--- src/sv/rmd_pkg.sv ---
// ----------------------------------------------------------------------------
// rmd_pkg
// Types and constants shared by the median depth block.
// ----------------------------------------------------------------------------
package rmd_pkg;

   localparam int FW_W    = 10;   // frame_width register
   localparam int FH_W    = 9;    // frame_height register
   localparam int CNT_W   = 19;   // pixel counts inside one box
   localparam int BINS    = 256;
   localparam int ENTRY_W = 17;   // bit 16 valid, bits 15..0 depth
   localparam int Q_DEPTH = 2;

   localparam logic FW_RESET_ADDR = 1'b0;
   localparam logic FH_RESET_ADDR = 1'b1;
   localparam logic [FW_W-1:0] FW_RESET = 10'd640;
   localparam logic [FH_W-1:0] FH_RESET = 9'd480;

   localparam logic ACT_LOAD  = 1'b0;
   localparam logic ACT_QUERY = 1'b1;

   typedef struct packed {
      logic               action;
      logic [18:0]        pixel_index;
      logic [15:0]        depth_mm;
      logic               depth_valid;
      logic signed [15:0] center_x;
      logic signed [15:0] center_y;
      logic [14:0]        size_x;
      logic [14:0]        size_y;
      logic [15:0]        class_tag;
   } req_type;

   typedef struct packed {
      logic [15:0] result_class;
      logic [15:0] distance_mm;
   } rsp_type;

   // One classified item as it waits between front and back.
   typedef struct packed {
      logic            is_query;
      logic [18:0]     pixel_index;
      logic [16:0]     entry;
      logic [FW_W-1:0] x0;
      logic [FW_W-1:0] x1;
      logic [FH_W-1:0] y0;
      logic [FH_W-1:0] y1;
      logic [15:0]     class_tag;
   } cmd_type;

endpackage

--- src/sv/rmd_front.sv ---
// ----------------------------------------------------------------------------
// rmd_front
// Accepts items, turns query boxes into clipped pixel rectangles and
// queues the work for the back end. Empty boxes are dropped here.
// ----------------------------------------------------------------------------
module rmd_front (
   input  logic                      clock,
   input  logic                      reset,
   input  logic                      req_valid,
   output logic                      req_stall,
   input  rmd_pkg::req_type          req_data,
   input  logic [rmd_pkg::FW_W-1:0]  frame_width,
   input  logic [rmd_pkg::FH_W-1:0]  frame_height,
   output logic                      cmd_valid,
   output rmd_pkg::cmd_type          cmd,
   input  logic                      cmd_pop
);
   import rmd_pkg::*;

   cmd_type     q_ff [Q_DEPTH];
   logic        wr_ptr_ff, wr_ptr_in;
   logic        rd_ptr_ff, rd_ptr_in;
   logic [1:0]  count_ff, count_in;

   logic signed [12:0] x0_s, x1_s, y0_s, y1_s;
   logic               empty, push;
   cmd_type            new_cmd;

   // Low edge clipped at zero, high edge truncated toward zero and clipped
   // to the last pixel of the frame.
   function automatic logic signed [12:0] low_edge(input logic signed [15:0] c,
                                                   input logic [14:0] s);
      logic signed [17:0] t;
      t = 18'(signed'({c, 1'b0})) - signed'({3'b0, s});
      return t[17] ? 13'sd0 : signed'({1'b0, t[16:5]});
   endfunction

   function automatic logic signed [12:0] high_edge(input logic signed [15:0] c,
                                                    input logic [14:0] s,
                                                    input logic [9:0] lim);
      logic signed [17:0] t;
      logic signed [17:0] adj;
      logic signed [12:0] e;
      logic signed [12:0] l;
      t   = 18'(signed'({c, 1'b0})) + signed'({3'b0, s});
      adj = t + (t[17] ? 18'sd31 : 18'sd0);
      e   = adj[17:5];
      l   = signed'({3'b0, lim}) - 13'sd1;
      return (e < l) ? e : l;
   endfunction

   always_comb begin
      x0_s  = low_edge(req_data.center_x, req_data.size_x);
      x1_s  = high_edge(req_data.center_x, req_data.size_x, frame_width);
      y0_s  = low_edge(req_data.center_y, req_data.size_y);
      y1_s  = high_edge(req_data.center_y, req_data.size_y, {1'b0, frame_height});
      empty = (x0_s > x1_s) || (y0_s > y1_s);

      new_cmd.is_query    = (req_data.action == ACT_QUERY);
      new_cmd.pixel_index = req_data.pixel_index;
      new_cmd.entry       = {req_data.depth_valid, req_data.depth_mm};
      new_cmd.x0          = x0_s[FW_W-1:0];
      new_cmd.x1          = x1_s[FW_W-1:0];
      new_cmd.y0          = y0_s[FH_W-1:0];
      new_cmd.y1          = y1_s[FH_W-1:0];
      new_cmd.class_tag   = req_data.class_tag;
   end

   assign req_stall = (count_ff == 2'(Q_DEPTH));
   assign push = req_valid && !req_stall && (!new_cmd.is_query || !empty);
   assign cmd_valid = (count_ff != 2'd0);
   assign cmd = q_ff[rd_ptr_ff];

   always_comb begin
      wr_ptr_in = push ? !wr_ptr_ff : wr_ptr_ff;
      rd_ptr_in = cmd_pop ? !rd_ptr_ff : rd_ptr_ff;
      count_in  = count_ff + 2'(push) - 2'(cmd_pop);
   end

   always_ff @(posedge clock) begin
      if (push) begin
         q_ff[wr_ptr_ff] <= new_cmd;
      end
      if (reset) begin
         wr_ptr_ff <= 1'b0;
         rd_ptr_ff <= 1'b0;
         count_ff  <= 2'd0;
      end else begin
         wr_ptr_ff <= wr_ptr_in;
         rd_ptr_ff <= rd_ptr_in;
         count_ff  <= count_in;
      end
   end
endmodule

--- config.mk ---
export PLATFORM = sky130hd
export DESIGN_NAME = rmd_front
export DESIGN_NICKNAME = d
export VERILOG_FILES = /design/src/sv/rmd_pkg.sv /design/src/sv/rmd_front.sv
export SDC_FILE = /design/constraint.sdc
export NUM_CORES = 1
export LEC_CHECK = 0
export BUFFER_PORTS_ARGS = -buffer_cell sky130_fd_sc_hd__buf_2
export CORE_ASPECT_RATIO = 0.6
export CORE_MARGIN = 2
export CORE_UTILIZATION = 55
export CTS_CLUSTER_SIZE = 25
export DETAILED_ROUTE_END_ITERATION = 6
export PLACE_DENSITY = 0.79
export SLEW_MARGIN = 20
export SYNTH_ARGS = -nofsm -noshare
export SYNTH_HDL_FRONTEND = slang
export SYNTH_SLANG_ARGS = --single-unit
--- constraint.sdc ---
create_clock -name clock -period 17.97 [get_ports clock]
set_input_delay 3.594 -clock clock [delete_from_list [all_inputs] [get_ports clock]]
set_output_delay 3.594 -clock clock [all_outputs]
set_load 0.1 [all_outputs]
==> impl_results.md <==
- Clk Latency, worst-skew pair: ~0.42 ns
- DP HPWL: 22900 um
- Asr flop ratio synth: 0%
- Root buffer cell: clkbuf_16
- Setup TNS: 0 ns
- TritonRoute pass-1 iters: 5
- DRC: 0
- Net switching power: 0.740 mW
- Finished Layout Cells: 1555
- Die width: 195 um
- Worst Max-Slew Pin Slew: 1.02 ns
- Crit Path Class: input port to register
- First-pass GRT wire length: 45400 um
- Ports: approximately 230
- Relative max-transition margin: 31.4%
- Layout cells sized above 1: 31.6%
- Slowest cell delay on critical path: 0.87 ns
- FF+latch count, synth: roughly 190
- Max Root-Sink Buffers: 2
- Most crowded layer after global routing: met1
- Max Cap Viol: 0
- Crit path time final: 13.75 ns
- Startpoint Class: input port
- # clock sinks: about 190
- Via density: about 5.7
- Clock Skew: 0.00827 ns
- DP Cell Count: 1521
- Synth area leaders: edfxtp_1 45%, ha_1 11%, mux2_2 9.9%
- Number of synthesized flops with an enable pin: about 180
- Routed WL per cell: between 15 and 20 um
- Final Max Tran Viols: 0
- Yosys warns: 0
- Crit-path slowest cell: nor2b_4
- Worst path most repeated cell: a21o_1
- Site Rows: 41
- Num CTS Buffers: 17
- Comb pwr share: between 40% and 50%
- Crit-path max FO: 55
- Area grow syn2layout: 17.0%
- Die height: 119 um
- Flop pwr share: 33.9%
- Internal Power: 0.959 mW
- GRT Total Usage: between 20 and 30%
- Post-synth top area share: 45.3%
- Initial core utilization: 56.7%
- CP endpoint kind: register
- Post-synth top area cell: edfxtp_1
- M3 GR Usage: 5.82%
- Clock network power share: 22.3%
- Die area: 0.0232 mm2
- Final #Nets: 1508
- Most common library cells after synthesis: 182 x edfxtp_1, 106 x ha_1, 106 x mux2_2, 84 x inv_1, 55 x nor2_1
- Port bufs: 230
- Unique cell type count in the Yosys netlist: 81
- CP required: 18.01 ns
- Total Power: 1.70 mW
- Worst Hold Class: register to register
- CTS Hold Bufs: 0
- Pre-CTS setup slack: 3.85 ns
- CTS H-tree depth: 4
- Fmax: just over 70 MHz
- Antenna-violating nets left: 0
- Synthesized area per cell: 11.7 um2
- Initial antenna violation count: 1
- Critical path arrival: 13.80 ns
- Seq/Total Area, Yosys: 46.1%
- Largest net degree at the start of global routing: 57
- Final worst setup slack: 4.22 ns
- Routed wire length: 29100 um
- Gp weighted congestion: 0.962
- Worst VDD drop: just under 0.00008 V
- Vias in the first global route: 8477
- Synthesized area: 0.0121 mm2
- Core Region: 0.0213 mm2
- RSZ-0062 raised after global routing: false
- Core Util, Final: 66.4%
- Top FF cell, synth: edfxtp_1
- Filler Cell Count: about 1600
- PostCTS Resize Cnt: 0
- CTS tree: built
- Synth Instances: just over 1000
- Vias: ~8800
- Overflow after GRT: 0
- Tcrit/Tclk final: 76.5%
- Met1 Track Usage GR: between 30 and 40%
- Initial DRC count: 555
- Sw frac: 43.6%
- Setup-failing EPs final: 0
- Setup bufs post-CTS: 0
- Clock transition at path regs: 0.07 ns
- Fin. Hold Viols: 0
- P_leak: 5.85 nW
- Count leader, synth: edfxtp_1
- Met2 usage: between 30% and 40%
- Power Dens Cells: 120 mW/mm2
- Status: finished clean
[registers in the layout, summed over array words and instances, names as in the netlist, named ones only]
name,cells
q_ff,182
count_ff,2
rd_ptr_ff,1
wr_ptr_ff,1
[cell families after synthesis]
group           after synthesis  synth area share, %
other cells                   1               0.0311
buf+inv                     114                 3.76
compound gates              196                 11.7
flops                       187                 46.1
simple gates                234                 10.5
mux                         121                 11.1
fa+ha+maj                   108                 11.3
xor+xnor                     75                 5.50
[final timing paths]
kind | end | slack, ns | startpoint | cells after the start
max | q_ff[1][21]$_DFFE_PP_ | 4.22 | req_data[19] | 41
min | rd_ptr_ff$_SDFFE_PP0P_ | 0.53 | rd_ptr_ff$_SDFFE_PP0P_ | 2
max reg2reg | q_ff[1][21]$_DFFE_PP_ | 14.43 | count_ff[1]$_SDFF_PP0_ | 7
min reg2reg | rd_ptr_ff$_SDFFE_PP0P_ | 0.53 | rd_ptr_ff$_SDFFE_PP0P_ | 2
[critical path: cells and delay by family]
kind / cells / cell delay [ns]
and+or+nand+nor: 6 / 2.06
muxes: 1 / 0.43
adders and majority gates: 4 / 1.25
xor gates and xnor gates: 2 / 0.90
buffers and inverters: 6 / 1.06
AOI/OAI and AO/OA: 22 / 4.42
[stage by stage]
stage / hold WS, ns / area [um2]
2_1_floorplan: 0.480 / 12100
3_3_place_gp: 0.496 / 13500
3_5_place_dp: 0.514 / 13500
4_1_cts: 0.534 / 14100
5_1_grt: 0.559 / 14100
6_report: 0.530 / 14100
[area by class of cell]
| type | instances | area (um2) | area share [%] |
|---|---|---|---|
| Antenna cell | 1 | 2.50 | 0.0177 |
| Clock buffer | 18 | 429 | 3.04 |
| Clock inverter | 14 | 183 | 1.29 |
| Inverter | 85 | 319 | 2.26 |
| Multi-Input combinational cell | 736 | 6070 | 43.0 |
| Sequential cell | 187 | 5570 | 39.4 |
| Tap cell | 279 | 349 | 2.47 |
| Timing Repair Buffer | 235 | 1200 | 8.50 |
[power by group through the flow]
stage	Sequential [mW]	Combinational [mW]	Clock [mW]
6_report	0.575	0.745	0.378
4_1_cts	0.576	0.740	0.384
3_3_place_gp	0.581	0.727	0
2_1_floorplan	0.583	0.594	0
3_5_place_dp	0.585	0.736	0
5_1_grt	0.580	0.790	0.400
[cell usage in the layout (no fill, tap or decap), types with 17 or more instances in the layout]
cell type  count
buf_2        230
edfxtp_1     182
a21o_1        22
clkbuf_16     17
nor3_1        25
ha_1         106
xor2_1        20
o21a_1        17
mux2_2       106
o21ai_0       28
nand2_1       30
inv_1         84
nor2b_1       18
a21oi_1       48
xnor2_1       54
nor2_1        54
[metal layers]
metal | up-vias | wire, um | part of all wire, %
met2 | 329 | 12000 | 41
met3 | 10 | 2440 | 8.4
met1 | 4167 | 14500 | 50
met4 | 0 | 171 | 0.59
li1 | 4293 | - | -
met5 | - | 0 | 0
Power figures use the tool's default switching activity.
